--- src/hw/rtl/hmh_pkg.sv ---
// ----------------------------------------------------------------------------
// Indexed min-heap package
// Shared widths, operation and status codes, and the command and status
// structures that pass between the controller and the datapath.
// ----------------------------------------------------------------------------
`default_nettype none

package hmh_pkg;

	localparam int HEAP_DEPTH_DEF   = 1024;
	localparam int VERTEX_COUNT_DEF = 1024;
	localparam int WEIGHT_BITS_DEF  = 32;

	localparam int OP_W     = 2;
	localparam int VERTEX_W = 10;
	localparam int WEIGHT_W = 32;
	localparam int STATUS_W = 2;
	localparam int COUNT_W  = 11;

	localparam logic [COUNT_W-1:0] CAP_RESET = 11'd1024;

	typedef enum logic [OP_W-1:0] {
		OP_INSERT   = 2'd0,
		OP_EXTRACT  = 2'd1,
		OP_DECREASE = 2'd2,
		OP_UNUSED   = 2'd3
	} op_t;

	typedef enum logic [STATUS_W-1:0] {
		ST_OK     = 2'd0,
		ST_FULL   = 2'd1,
		ST_EMPTY  = 2'd2,
		ST_REJECT = 2'd3
	} status_t;

	// Source of the heap memory read address.
	typedef enum logic [2:0] {
		HR_ROOT   = 3'd0,
		HR_POS    = 3'd1,
		HR_LAST   = 3'd2,
		HR_PARENT = 3'd3,
		HR_LEFT   = 3'd4,
		HR_RIGHT  = 3'd5
	} hsel_t;

	typedef struct packed {
		logic    ld_in;
		logic    clr_wr;
		hsel_t   hsel;
		logic    ins_start;
		logic    dec_start;
		logic    root_cap;
		logic    last_cap;
		logic    left_cap;
		logic    up_move;
		logic    dn_move;
		logic    place;
		logic    set_status;
		status_t status;
		logic    out_load;
	} cmd_t;

	typedef struct packed {
		op_t  op;
		logic clr_done;
		logic in_range;
		logic full;
		logic pos_valid;
		logic dec_ok;
		logic weight_lower;
		logic count_zero;
		logic last_zero;
		logic idx_zero;
		logic up_swap;
		logic has_left;
		logic dn_swap;
	} sts_t;

endpackage

`default_nettype wire

--- src/hw/rtl/hmh_ctrl.sv ---
// ----------------------------------------------------------------------------
// Indexed min-heap controller
// Sequences the clearing pass and each operation's checks and sift steps,
// and holds the output valid flag.
// ----------------------------------------------------------------------------
`default_nettype none

module hmh_ctrl (
	input  wire logic           clk,
	input  wire logic           arst_n,
	input  wire hmh_pkg::sts_t  sts,
	output hmh_pkg::cmd_t       cmd,
	input  wire logic           s_tvalid,
	output logic                s_tready,
	output logic                m_tvalid,
	input  wire logic           m_tready
);
	import hmh_pkg::*;

	typedef enum logic [13:0] {
		S_CLEAR    = 14'b00000000000001,
		S_IDLE     = 14'b00000000000010,
		S_DISPATCH = 14'b00000000000100,
		S_PCHK     = 14'b00000000001000,
		S_HCHK     = 14'b00000000010000,
		S_X1       = 14'b00000000100000,
		S_X2       = 14'b00000001000000,
		S_UP_TEST  = 14'b00000010000000,
		S_UP_CMP   = 14'b00000100000000,
		S_DN_TEST  = 14'b00001000000000,
		S_DN_LEFT  = 14'b00010000000000,
		S_DN_CMP   = 14'b00100000000000,
		S_PLACE    = 14'b01000000000000,
		S_DONE     = 14'b10000000000000
	} state_t;

	state_t state_q;
	state_t state_d;
	logic   out_valid_q;

	assign s_tready = state_q == S_IDLE;
	assign m_tvalid = out_valid_q;

	always_comb begin
		state_d    = state_q;
		cmd        = '0;
		cmd.hsel   = HR_ROOT;
		cmd.status = ST_OK;
		case (state_q)
			S_CLEAR: begin
				cmd.clr_wr = 1'b1;
				if (sts.clr_done) begin
					state_d = S_IDLE;
				end
			end
			S_IDLE: begin
				if (s_tvalid) begin
					cmd.ld_in = 1'b1;
					state_d   = S_DISPATCH;
				end
			end
			S_DISPATCH: begin
				state_d = S_DONE;
				case (sts.op)
					OP_INSERT: begin
						if (!sts.in_range) begin
							cmd.set_status = 1'b1;
							cmd.status     = ST_REJECT;
						end else if (sts.full) begin
							cmd.set_status = 1'b1;
							cmd.status     = ST_FULL;
						end else begin
							state_d = S_PCHK;
						end
					end
					OP_EXTRACT: begin
						if (sts.count_zero) begin
							cmd.set_status = 1'b1;
							cmd.status     = ST_EMPTY;
						end else begin
							state_d = S_X1;
						end
					end
					OP_DECREASE: begin
						if (!sts.in_range) begin
							cmd.set_status = 1'b1;
							cmd.status     = ST_REJECT;
						end else begin
							state_d = S_PCHK;
						end
					end
					default: state_d = S_DONE;
				endcase
			end
			S_PCHK: begin
				state_d = S_DONE;
				if (sts.op == OP_INSERT) begin
					if (sts.pos_valid) begin
						cmd.set_status = 1'b1;
						cmd.status     = ST_REJECT;
					end else begin
						cmd.ins_start = 1'b1;
						state_d       = S_UP_TEST;
					end
				end else if (sts.dec_ok) begin
					cmd.dec_start = 1'b1;
					cmd.hsel      = HR_POS;
					state_d       = S_HCHK;
				end else begin
					cmd.set_status = 1'b1;
					cmd.status     = ST_REJECT;
				end
			end
			S_HCHK: begin
				if (sts.weight_lower) begin
					state_d = S_UP_TEST;
				end else begin
					cmd.set_status = 1'b1;
					cmd.status     = ST_REJECT;
					state_d        = S_DONE;
				end
			end
			S_X1: begin
				cmd.root_cap = 1'b1;
				cmd.hsel     = HR_LAST;
				state_d      = S_X2;
			end
			S_X2: begin
				cmd.last_cap = 1'b1;
				state_d      = sts.last_zero ? S_DONE : S_DN_TEST;
			end
			S_UP_TEST: begin
				if (sts.idx_zero) begin
					state_d = S_PLACE;
				end else begin
					cmd.hsel = HR_PARENT;
					state_d  = S_UP_CMP;
				end
			end
			S_UP_CMP: begin
				if (sts.up_swap) begin
					cmd.up_move = 1'b1;
					state_d     = S_UP_TEST;
				end else begin
					state_d = S_PLACE;
				end
			end
			S_DN_TEST: begin
				if (sts.has_left) begin
					cmd.hsel = HR_LEFT;
					state_d  = S_DN_LEFT;
				end else begin
					state_d = S_PLACE;
				end
			end
			S_DN_LEFT: begin
				cmd.left_cap = 1'b1;
				cmd.hsel     = HR_RIGHT;
				state_d      = S_DN_CMP;
			end
			S_DN_CMP: begin
				if (sts.dn_swap) begin
					cmd.dn_move = 1'b1;
					state_d     = S_DN_TEST;
				end else begin
					state_d = S_PLACE;
				end
			end
			S_PLACE: begin
				cmd.place = 1'b1;
				state_d   = S_DONE;
			end
			S_DONE: begin
				if (!out_valid_q || m_tready) begin
					cmd.out_load = 1'b1;
					state_d      = S_IDLE;
				end
			end
			default: state_d = S_IDLE;
		endcase
	end

	always_ff @(posedge clk or negedge arst_n) begin
		if (!arst_n) begin
			state_q     <= S_CLEAR;
			out_valid_q <= 1'b0;
		end else begin
			state_q <= state_d;
			if (cmd.out_load) begin
				out_valid_q <= 1'b1;
			end else if (m_tready) begin
				out_valid_q <= 1'b0;
			end
		end
	end

endmodule

`default_nettype wire
--- config.mk ---
export PLATFORM = sky130hd
export DESIGN_NAME = hmh_ctrl
export DESIGN_NICKNAME = d
export VERILOG_FILES = /design/src/hw/rtl/hmh_pkg.sv /design/src/hw/rtl/hmh_ctrl.sv
export SDC_FILE = /design/constraint.sdc
export NUM_CORES = 1
export LEC_CHECK = 0
export ABC_AREA = 1
export BUFFER_PORTS_ARGS = -buffer_cell sky130_fd_sc_hd__clkbuf_2
export CAP_MARGIN = 25
export CORE_ASPECT_RATIO = 1.2
export CORE_MARGIN = 5
export CORE_UTILIZATION = 45
export CTS_CLUSTER_SIZE = 16
export DETAILED_ROUTE_END_ITERATION = 6
export PLACE_DENSITY = 0.83
export SYNTH_ARGS = -nofsm -noshare
export SYNTH_HDL_FRONTEND = slang
export SYNTH_SLANG_ARGS = --single-unit
--- constraint.sdc ---
create_clock -name clk -period 1.5 [get_ports clk]
set_input_delay 0.3 -clock clk [delete_from_list [all_inputs] [get_ports clk]]
set_output_delay 0.3 -clock clk [all_outputs]
set_load 0.02 [all_outputs]
; Word-level counts from Yosys, hierarchy flattened
; Cells that the tools add are included.
; Widths: inputs -> output; s select.
[word_totals]
reg_bits = 15
output_inout_bits = 19
elab_cells = 79
[classes]
n_eq_ne = 19
n_mux = 53
reduce_logical = 5
[ops]
columns = operator, count
row1 = $pmux 14 s14, 1
row2 = $mux 14, 12
row3 = $mux 13, 4
row4 = $pmux 14 s3, 1
row5 = $mux 3, 9
row6 = $mux 1, 21
row7 = $pmux 3 s3, 2
row8 = $pmux 3 s5, 1
row9 = $eq 14x1->1 const B, 1
row10 = $eq 14x10->1 const B, 1
row11 = $eq 14x11->1 const B, 1
row12 = $eq 14x12->1 const B, 1
row13 = $eq 14x13->1 const B, 1
row14 = $eq 14x14->1 const B, 1
row15 = $eq 14x2->1 const B, 1
row16 = $eq 14x3->1 const B, 1
row17 = $eq 14x4->1 const B, 1
row18 = $eq 14x5->1 const B, 1
row19 = $eq 14x6->1 const B, 1
row20 = $eq 14x7->1 const B, 1
row21 = $eq 14x8->1 const B, 1
row22 = $eq 14x9->1 const B, 1
row23 = $ne 2x2->1 const B, 3
row24 = $mux 2, 2
row25 = other kinds (7), 7

; Longest topological paths before layout
; Gate-level depths: netlist (run 1).
[depth]
word_depth = 5
ltp_mapped = 11
ltp_nobuf = 11

; Worst setup path before layout (run 1)
; No wires, ideal clock.
[synth_timing]
kind = register -> output
start = register state_q[7]
end = output cmd[12] in the netlist's numbering
arrival_ps = 1485
required_ps = 1200
path_slack_ps = -285
path_stages_with_launch = 7
path_buffers = 0
cell_sequence = dfrtp_1 nor2_2 nand2_4 nor2_1 nand2_2 nor2_1 nand3b_1
[synth_lines]
columns = item, line_no
row1 = from (decl), hmh_ctrl.sv:37  ; state_t state_q;
row2 = from (signal assigned), hmh_ctrl.sv:188  ; state_q <= state_d;
row3 = to (decl), hmh_ctrl.sv:12  ; output hmh_pkg::cmd_t cmd,

==> results.ini, run 1 <==
[outcome]
status=complete, but fails checks
violations=negative setup slack

[placed_design]
port-buffer-count=36
placed_standard_cell_area_sq_um=1550
placement.setup.worst_slack_ns=-0.262
globalplace.congestion=0.774
post-dp-hpwl_microns=2280

[power_and_ir_drop]
ir_drop_mv=0.724
switching_power_of_the_nets_mw=0.715
share_of_total_power_in_combinational_logic_pct=56.4
pwr-share-seq_pct=28.3
power.share.switching_pct=42.4
clock_power_share_pct=15.3
power.leakage_nw=1.12
p_per_area_nw_per_um2=872
p_int_mw=0.972
power_mw=1.69

[timing]
finalCriticalPeriod_ns=2.02
timing_hold_violations_final=0
final_max_slew_viol_count=0
relative_slew_margins_pct=73.5
clock-skew-final_ns=0.00123
grt_setup_unrepaired=yes
report.final.setup_viol=22
setup_slack_ns=-0.523
worst_pin_slew_ns=0.397
finalCritPeriodShare_pct=135
timing.fmax_mhz=494

[synthesis]
post_synth.cell_area_avg_sq_um=6.44
net_count_synth=190
synth_top_cells_by_area=sky130_fd_sc_hd__dfrtp_1 32%, sky130_fd_sc_hd__nand2_1 13%, sky130_fd_sc_hd__nor2_1 13%
post_synth_inst_count=172
post-synth-top-area-fraction_pct=31.6
synth_enable_flop_cells=0
synth_cell_types=25
combinational_family_with_the_most_area_after_synthesis=simple AND/OR/NAND/NOR gates
postSynth.topFlopCell=sky130_fd_sc_hd__dfrtp_1
post_synth_and_or_nand_nor_area_fraction_pct=48.9
post_synth_mux_area_share_pct=0
adder_cell_area_share_of_the_yosys_netlist_pct=0
mappedNetlistArea_sq_um=1110
yosysWarnings=0
synth_compound_gate_area_share_pct=4.86
synth_area_leader_cell=sky130_fd_sc_hd__dfrtp_1
postSynthRegisterBits=15
synth_xor_xnor_area_share_pct=0
synth_async_sr_flop_share_pct=100
synth_seq_area_share_pct=34.0

[worst_setup_path]
crit_path_end_kind=output port
startpoint_type=flop
max_stage_delay_ns=0.41
critPathSlowestCell=sky130_fd_sc_hd__dfrtp_1
worst_ep_arrival_time_ns=1.72
worst-endpoint-required_ns=1.20
r2r.worst_path.cells=13
timing.critical_path.cells=nor2_2 -> nand2_4 -> buf_12 -> nor2_8 -> nand2_2 -> nor2_1 -> clkbuf_4
cp_max_fo=8
timing.setup.critical_path_class=flop to output port

[drt]
drt-total-wl_microns=3940
drt-initial-drc-count=86
firstDrtPassIters=6
ant_nets_after_route=0
drc=0
wl_per_cell_microns=14.0
vias=1416
detail_route.vias_per_cell=5.04

[grt]
number_of_antenna_violations_at_the_first_check_in_global_routing=0
grt_max_degree=16
grt_pass1_wl_microns=6290
grt_pass1_vias=1446
grt.overflow.total=0
groute.usage.overall_pct=22.1

[flow_run]
max-cap-violations=0

[die]
fp.dieArea_sq_um=3560
dieWidth_microns=55.3
start_util_pct=47.5
floorplan.rows=19
floorplan.io_pins=37
die_h_microns=64.3
placeableCoreArea_sq_um=2330

[finish]
number_of_antenna_cells_inserted=0
num-nets-final=269
commonest_cells_after_routing_fill_and_taps_aside=33 x sky130_fd_sc_hd__inv_1, 33 x sky130_fd_sc_hd__nand2_1, 31 x sky130_fd_sc_hd__buf_4
layout.cell_area.non_filler_sq_um=1930
post-route-util_pct=83.0
flow.area_growth_from_synthesis_pct=74.6
layout-drive-gt1-share_pct=48.8

[clock_network]
root_buffer=sky130_fd_sc_hd__clkbuf_4
htreeDepth=1
cts_num_sinks=15
cts.reportedPaths.clkPinSlew_ns=0.10
clk_latency_ns=0.30
cts_buffers=3
clock_path_buffers=2
tritoncts=yes

[min_path]
hold_class=input port to flop
hold_path_depth=2

[routing by layer]
| layer | vias up | track usage (%) | part of all wire (%) | wire length, microns |
|---|---|---|---|---|
| met2 | 68 | 39.5 | 52 | 2060 |
| li1 | 681 | - | - | - |
| met5 | - | 0 | 0 | 0 |
| met3 | 10 | 3.42 | 6.5 | 255 |
| met4 | 0 | 10.3 | 2.5 | 99 |
| met1 | 657 | 25.8 | 39 | 1520 |
[power groups by stage]
stage	sequential, mW	clock (mW)	combinational (mW)
after detailed placement	0.471	0	0.713
after floorplan	0.474	0	0.423
after CTS	0.469	0.249	0.845
final	0.477	0.258	0.951
after global placement	0.468	0	0.703
after global routing	0.481	0.278	1.02
[area by class of cell]
type                            instances  area [sq um]
Clock buffer                            3          22.5
Clock inverter                          1          5.00
Fill cell                             146           397
Inverter                               36           135
Multi-Input combinational cell        121           753
Sequential cell                        15           377
Tap cell                               31          38.8
Timing Repair Buffer                   74           602
[sequential cells by signal, summed over array words and instances (netlist names)]
name,cells
m_tvalid,1
state_q,14
[per-stage QoR]
step	instances	hold slack (ns)	setup TNS (ns)
floorplan	172	0.00441	-0.479
global placement	264	0.234	-2.32
detailed placement	264	0.239	-2.93
CTS	280	0.176	-7.64
global route	281	0.158	-10.86
finish	281	0.166	-8.76
[logic make-up after synthesis]
group / count (synthesis)
AOI/OAI and AO/OA: 9
buffers and inverters: 36
DFF: 15
and+or+nand+nor: 112
[Yosys cell counts, types with 2 or more instances]
cell type / count
sky130_fd_sc_hd__nand3_1: 11
sky130_fd_sc_hd__o21ai_0: 5
sky130_fd_sc_hd__nor2_1: 37
sky130_fd_sc_hd__nand2_2: 6
sky130_fd_sc_hd__nor4_1: 2
sky130_fd_sc_hd__dfrtp_1: 14
sky130_fd_sc_hd__nand2_1: 39
sky130_fd_sc_hd__nor2_2: 4
sky130_fd_sc_hd__inv_1: 35
sky130_fd_sc_hd__nor3_1: 2
sky130_fd_sc_hd__o221ai_1: 2
sky130_fd_sc_hd__nor2_4: 2
[final timing paths]
check / start / endpoint / slack [ns]
max: state_q[2] / cmd[5] / -0.52
min: sts[3] / state_q[8] / 0.17
max reg2reg: state_q[2] / state_q[1] / -0.28
min reg2reg: m_tvalid / m_tvalid / 0.59
max in group asynchronous: arst_n / state_q[0] / 0.74
min in group asynchronous: arst_n / state_q[12] / 0.44
[worst max-delay path, delay by kind of cell, from the launching register on]
kind | cells | cell delay [ns]
buffers and inverters | 2 | 0.33
flip-flops | 1 | 0.41
AND/OR/NAND/NOR | 5 | 0.68
[repair_timing]
action	in CTS	in global routing
hold buffers	1	0
buffers inserted	11	3
pin swaps	8	4
endpoints found under the setup margin	21	25
gates resized for setup	47	21
endpoints found under the hold margin	14	0
Note: power is estimated with default switching activity, not from simulation.
==> run 2, diff against run 1 <==
CORE_UTILIZATION = 25   (was 45)
PLACE_DENSITY = 0.55   (was 0.83)
RECOVER_POWER = 25   (was default)
SKIP_CTS_REPAIR_TIMING = 1   (was default)
==> run 2 against run 1 <==
Against the previous run:
- the flow still finishes with violations (negative setup slack)
- combinational power shrank 2.2%
- routed wire length shrank 22%
- critical path depth grew 1
- sequential power shrank 0.8%
- via count shrank 10%
- clock skew is essentially flat
- critical endpoint is now cmd[6]
- largest power group unchanged
- cell count grew 8.9%
- first-iteration DRC count shrank 67%
- global-route usage shrank 11 points
- clock power grew 33%
- maximum frequency grew 4.8%
- sequential share of layout area grew 0.076 points
==> results.ini, run 2 (same netlist as run 1, synthesis figures left out) <==
[worst_setup_path]
cpMostUsedCell=sky130_fd_sc_hd__buf_6
timing.setup.critical_path_class=flop to output port
path_delay_family=simple AND/OR/NAND/NOR gates
worst_ep_arrival_time_ns=1.63
crit_path_end_kind=output port
max_stage_delay_ns=0.40
worst-endpoint-required_ns=1.20
timing.reg2reg.setup_slack_ns=-0.17
critPathSlowestCell=sky130_fd_sc_hd__dfrtp_1
startpoint_type=flop
timing.critical_path.cells=nor2_2 -> nand2_2 -> buf_6 -> nor2_8 -> buf_12 -> nand3_4 -> inv_2 -> buf_6
cp_max_fo=7
cp.buffers_inverters=4

[power_and_ir_drop]
share_of_total_power_in_combinational_logic_pct=53.3
power.leakage_nw=1.11
p_per_area_nw_per_um2=907
power.share.switching_pct=38.5
power_mw=1.75
pwr-share-seq_pct=27.1
p_int_mw=1.07
switching_power_of_the_nets_mw=0.672
ir_drop_mv=0.356
clock_power_share_pct=19.6

[clock_network]
cts_buffers=3
clk_latency_ns=0.25
cts.reportedPaths.clkPinSlew_ns=0.07
htreeDepth=1
tritoncts=yes
clock_path_buffers=2
root_buffer=sky130_fd_sc_hd__clkbuf_8
cts_num_sinks=15

[die]
placeableCoreArea_sq_um=4260
floorplan.rows=26
fp.dieArea_sq_um=5870
die_h_microns=82.9
start_util_pct=26.0
dieWidth_microns=70.8
floorplan.io_pins=37

[timing]
grt_setup_unrepaired=yes
timing_hold_violations_final=0
report.final.setup_viol=20
clock-skew-final_ns=0.000862
setup_slack_ns=-0.429
finalCritPeriodShare_pct=129
tns_ns=-6.80
relative_slew_margins_pct=42.2
finalCriticalPeriod_ns=1.93
timing.hold.ws_ns=0.246
worst_pin_slew_ns=0.867
timing.fmax_mhz=518
final_max_slew_viol_count=0

[finish]
fill_cells=444
layout_commonest_cell=sky130_fd_sc_hd__buf_4
flow.area_growth_from_synthesis_pct=73.9
layout-drive-gt1-share_pct=48.4
number_of_antenna_cells_inserted=0
num-nets-final=269
largest_register_ff_count=14
commonest_cells_after_routing_fill_and_taps_aside=37 x sky130_fd_sc_hd__buf_4, 32 x sky130_fd_sc_hd__nand2_1, 32 x sky130_fd_sc_hd__nor2_1
regMostFlops=state_q
post_layout_nonfiller_instances=306

[outcome]
status=complete, but fails checks
violations=negative setup slack

[grt]
grt_pass1_wl_microns=5320
groute.usage.overall_pct=11.1
grt_max_degree=16
number_of_antenna_violations_at_the_first_check_in_global_routing=0
grt_pass1_vias=1288
grt.overflow.total=0

[drt]
drt-initial-drc-count=28
drc=0
detail_route.vias_per_cell=4.16
drt-total-wl_microns=3070
firstDrtPassIters=4
vias=1274
ant_nets_after_route=0
wl_per_cell_microns=10.0

[placed_design]
placement.setup.worst_slack_ns=-0.249
port-buffer-count=36
post-dp-hpwl_microns=2530
globalplace.congestion=0.782
place.detailed.instances=296

[min_path]
hold_class=input port to flop

[flow_run]
max-cap-violations=0

-- run 2: cell count changes in the layout (fill, tap and decap cells not counted), sizes merged --
cell | before | now
buf | 41 | 53
clkinv | 1 | 0
clkbuf | 35 | 24
-- run 2: layer usage --
layer	routed length (microns)	GRT usage, %	share of wire, %	vias up
met3	114	1.81	3.7	4
met4	54	4.62	1.8	0
met5	0	0	0	-
li1	-	-	-	678
met2	1610	19.7	52	26
met1	1290	12.7	42	566
-- run 2: final timing paths --
path,startpoint,end,cells past startpoint
max in group asynchronous,arst_n,state_q[2],2
min in group asynchronous,arst_n,state_q[11],2
min reg2reg,m_tvalid,m_tvalid,2
max,state_q[3],cmd[6],8
max reg2reg,state_q[3],state_q[1],12
min,sts[3],state_q[8],2
-- run 2: metrics by stage --
step	utilization, %	area [sq um]
final	45.2	1930
after CTS	39.1	1670
after detailed placement	38.1	1620
after floorplan	-	1130
after global routing	45.2	1930
after global placement	38.1	1620
-- run 2: power groups by stage --
stage / Clock (mW) / Sequential [mW] / Combinational [mW]
3_5_place_dp: 0 / 0.472 / 0.714
2_1_floorplan: 0 / 0.474 / 0.423
5_1_grt: 0.367 / 0.478 / 1.02
3_3_place_gp: 0 / 0.470 / 0.707
6_report: 0.343 / 0.473 / 0.930
4_1_cts: 0.349 / 0.464 / 0.715
-- run 2: area by class of cell --
| cell class | instances | area, sq um | area share (%) |
|---|---|---|---|
| Tap cell | 56 | 70.1 | 3.64 |
| Clock buffer | 4 | 45.0 | 2.34 |
| Sequential cell | 15 | 377 | 19.6 |
| Multi-Input combinational cell | 121 | 729 | 37.9 |
| Inverter | 36 | 135 | 7.02 |
| Timing Repair Buffer | 74 | 569 | 29.6 |
==> run 3, diff against run 2 <==
CELL_PAD_IN_SITES_DETAIL_PLACEMENT = 0   (was default)
CELL_PAD_IN_SITES_GLOBAL_PLACEMENT = 1   (was default)
PLACE_DENSITY = 0.72   (was 0.55)
==> run 3 against run 2 <==
Against the previous run:
- the run still ends with negative setup slack left
- non-clock buffer count is 5 lower
- utilization is 1.6 points lower
- power is 3.1% lower
- setup slack better by 0.0035 ns
- sequential share of layout area is 0.72 points higher
- cell count is 1.6% lower
- design area is 3.6% lower
- combinational power is 5.3% lower
- hold slack worse by 0.015 ns
- largest power group unchanged
==> results.ini, run 3 (same netlist as run 1, synthesis figures left out) <==
[timing]
finalCritPeriodShare_pct=128
timing.hold.ws_ns=0.231
finalCriticalPeriod_ns=1.93
worst_pin_slew_ns=0.868
report.final.setup_viol=20
clock-skew-final_ns=0.00259
timing.fmax_mhz=519
setup_slack_ns=-0.426
relative_slew_margins_pct=42.1
timing_hold_violations_final=0
final_max_slew_viol_count=0
grt_setup_unrepaired=yes

[clock_network]
clk_latency_ns=0.25
htreeDepth=1
clock_path_buffers=2
cts.reportedPaths.clkPinSlew_ns=0.07
tritoncts=yes
root_buffer=sky130_fd_sc_hd__clkbuf_8
cts_buffers=3
cts_num_sinks=15

[drt]
wl_per_cell_microns=10.4
firstDrtPassIters=4
drt-total-wl_microns=3140
highest-signal-layer=met4
detailroute.wirelength.met3_microns=139
drc=0
detail_route.vias_per_cell=4.13
vias=1244
drt-initial-drc-count=14
dr_wl_met2_microns=1580
ant_nets_after_route=0
wirelength_met1_microns=1360

[power_and_ir_drop]
power.leakage_nw=1.08
ir_drop_mv=0.349
p_per_area_nw_per_um2=911
power_mw=1.69

[finish]
num-nets-final=264
largest_register_ff_count=14
layout-drive-gt1-share_pct=46.1
commonest_cells_after_routing_fill_and_taps_aside=39 x sky130_fd_sc_hd__buf_4, 33 x sky130_fd_sc_hd__inv_1, 33 x sky130_fd_sc_hd__nand2_1
number_of_antenna_cells_inserted=0
flow.area_growth_from_synthesis_pct=67.7
regMostFlops=state_q
layout_commonest_cell=sky130_fd_sc_hd__buf_4

[placed_design]
port-buffer-count=36
globalplace.congestion=0.750
post-dp-hpwl_microns=2510

[outcome]
status=complete, but fails checks
violations=negative setup slack

[die]
fp.dieArea_sq_um=5870
start_util_pct=26.0
floorplan.io_pins=37
die_h_microns=82.9
dieWidth_microns=70.8
placeableCoreArea_sq_um=4260
floorplan.rows=26

[worst_setup_path]
worst_ep_arrival_time_ns=1.63
timing.setup.critical_path_class=flop to output port
cp_max_fo=6
startpoint_type=flop
crit_path_end_kind=output port
worst-endpoint-required_ns=1.20

[grt]
grt.overflow.total=0
number_of_antenna_violations_at_the_first_check_in_global_routing=0
grt_pass1_vias=1196
groute.usage.overall_pct=10.7
grt_max_degree=16
grt_pass1_wl_microns=5130

[min_path]
hold_class=input port to flop

[flow_run]
max-cap-violations=0

-- run 3: cell types whose count changed in the layout (fill, tap and decap cells not counted), moves of 2 or more --
cell	delta
sky130_fd_sc_hd__buf_4	+2
sky130_fd_sc_hd__nor2_1	-2
sky130_fd_sc_hd__nor2_2	+2
sky130_fd_sc_hd__buf_6	-9
sky130_fd_sc_hd__inv_2	-3
sky130_fd_sc_hd__inv_1	+3
-- run 3: power breakdown --
group | switching (mW) | internal, mW | leakage (nW)
clock network | 0.154 | 0.184 | 0.0255
logic | 0.471 | 0.409 | 0.852
registers | 0.0316 | 0.442 | 0.202
total | 0.657 | 1.04 | 1.08
-- run 3: metal layers --
| metal | vias up | GRT usage (%) |
|---|---|---|
| met2 | 24 | 18.1 |
| li1 | 672 | - |
| met1 | 543 | 13.4 |
| met4 | 0 | 4.62 |
| met3 | 5 | 1.57 |
| met5 | - | 0 |
-- run 3: area by class of cell --
type | instances | area [sq um]
Clock buffer | 3 | 41.3
Clock inverter | 1 | 5.00
Fill cell | 455 | 2400
Inverter | 36 | 135
Multi-Input combinational cell | 121 | 721
Sequential cell | 15 | 377
Tap cell | 56 | 70.1
Timing Repair Buffer | 69 | 508
-- run 3: critical path: stages (launching register included) --
cell                       delay (ns)
sky130_fd_sc_hd__dfrtp_1         0.43
sky130_fd_sc_hd__nor2_4          0.16
sky130_fd_sc_hd__nand2_2         0.09
sky130_fd_sc_hd__nor2_4          0.22
sky130_fd_sc_hd__nand2_2         0.09
sky130_fd_sc_hd__nor2_2          0.11
sky130_fd_sc_hd__inv_1           0.07
sky130_fd_sc_hd__nand3b_1        0.08
sky130_fd_sc_hd__buf_4           0.14
-- run 3: worst paths after layout --
kind | startpoint | to | slack (ns) | cells past startpoint
hold reg to reg | m_tvalid | m_tvalid | 0.56 | 2
min in group asynchronous | arst_n | state_q[8] | 0.70 | 2
max in group asynchronous | arst_n | state_q[13] | 0.27 | 2
setup reg to reg | state_q[2] | state_q[1] | -0.13 | 12
setup / recovery | state_q[8] | cmd[12] | -0.43 | 8
hold / removal | sts[3] | state_q[8] | 0.23 | 2
-- run 3: stage by stage --
| step | TNS [ns] | instance area [sq um] | instances | setup WS (ns) | utilization, % |
|---|---|---|---|---|---|
| after CTS | -8.32 | 1660 | 296 | -0.567 | 39.0 |
| after detailed placement | -3.17 | 1620 | 292 | -0.289 | 37.9 |
| after global placement | -2.83 | 1620 | 292 | -0.269 | 37.9 |
| after floorplan | -0.479 | 1130 | 172 | -0.188 | - |
| after global routing | -9.07 | 1860 | 301 | -0.509 | 43.6 |
| final | -6.71 | 1860 | 301 | -0.426 | 43.6 |
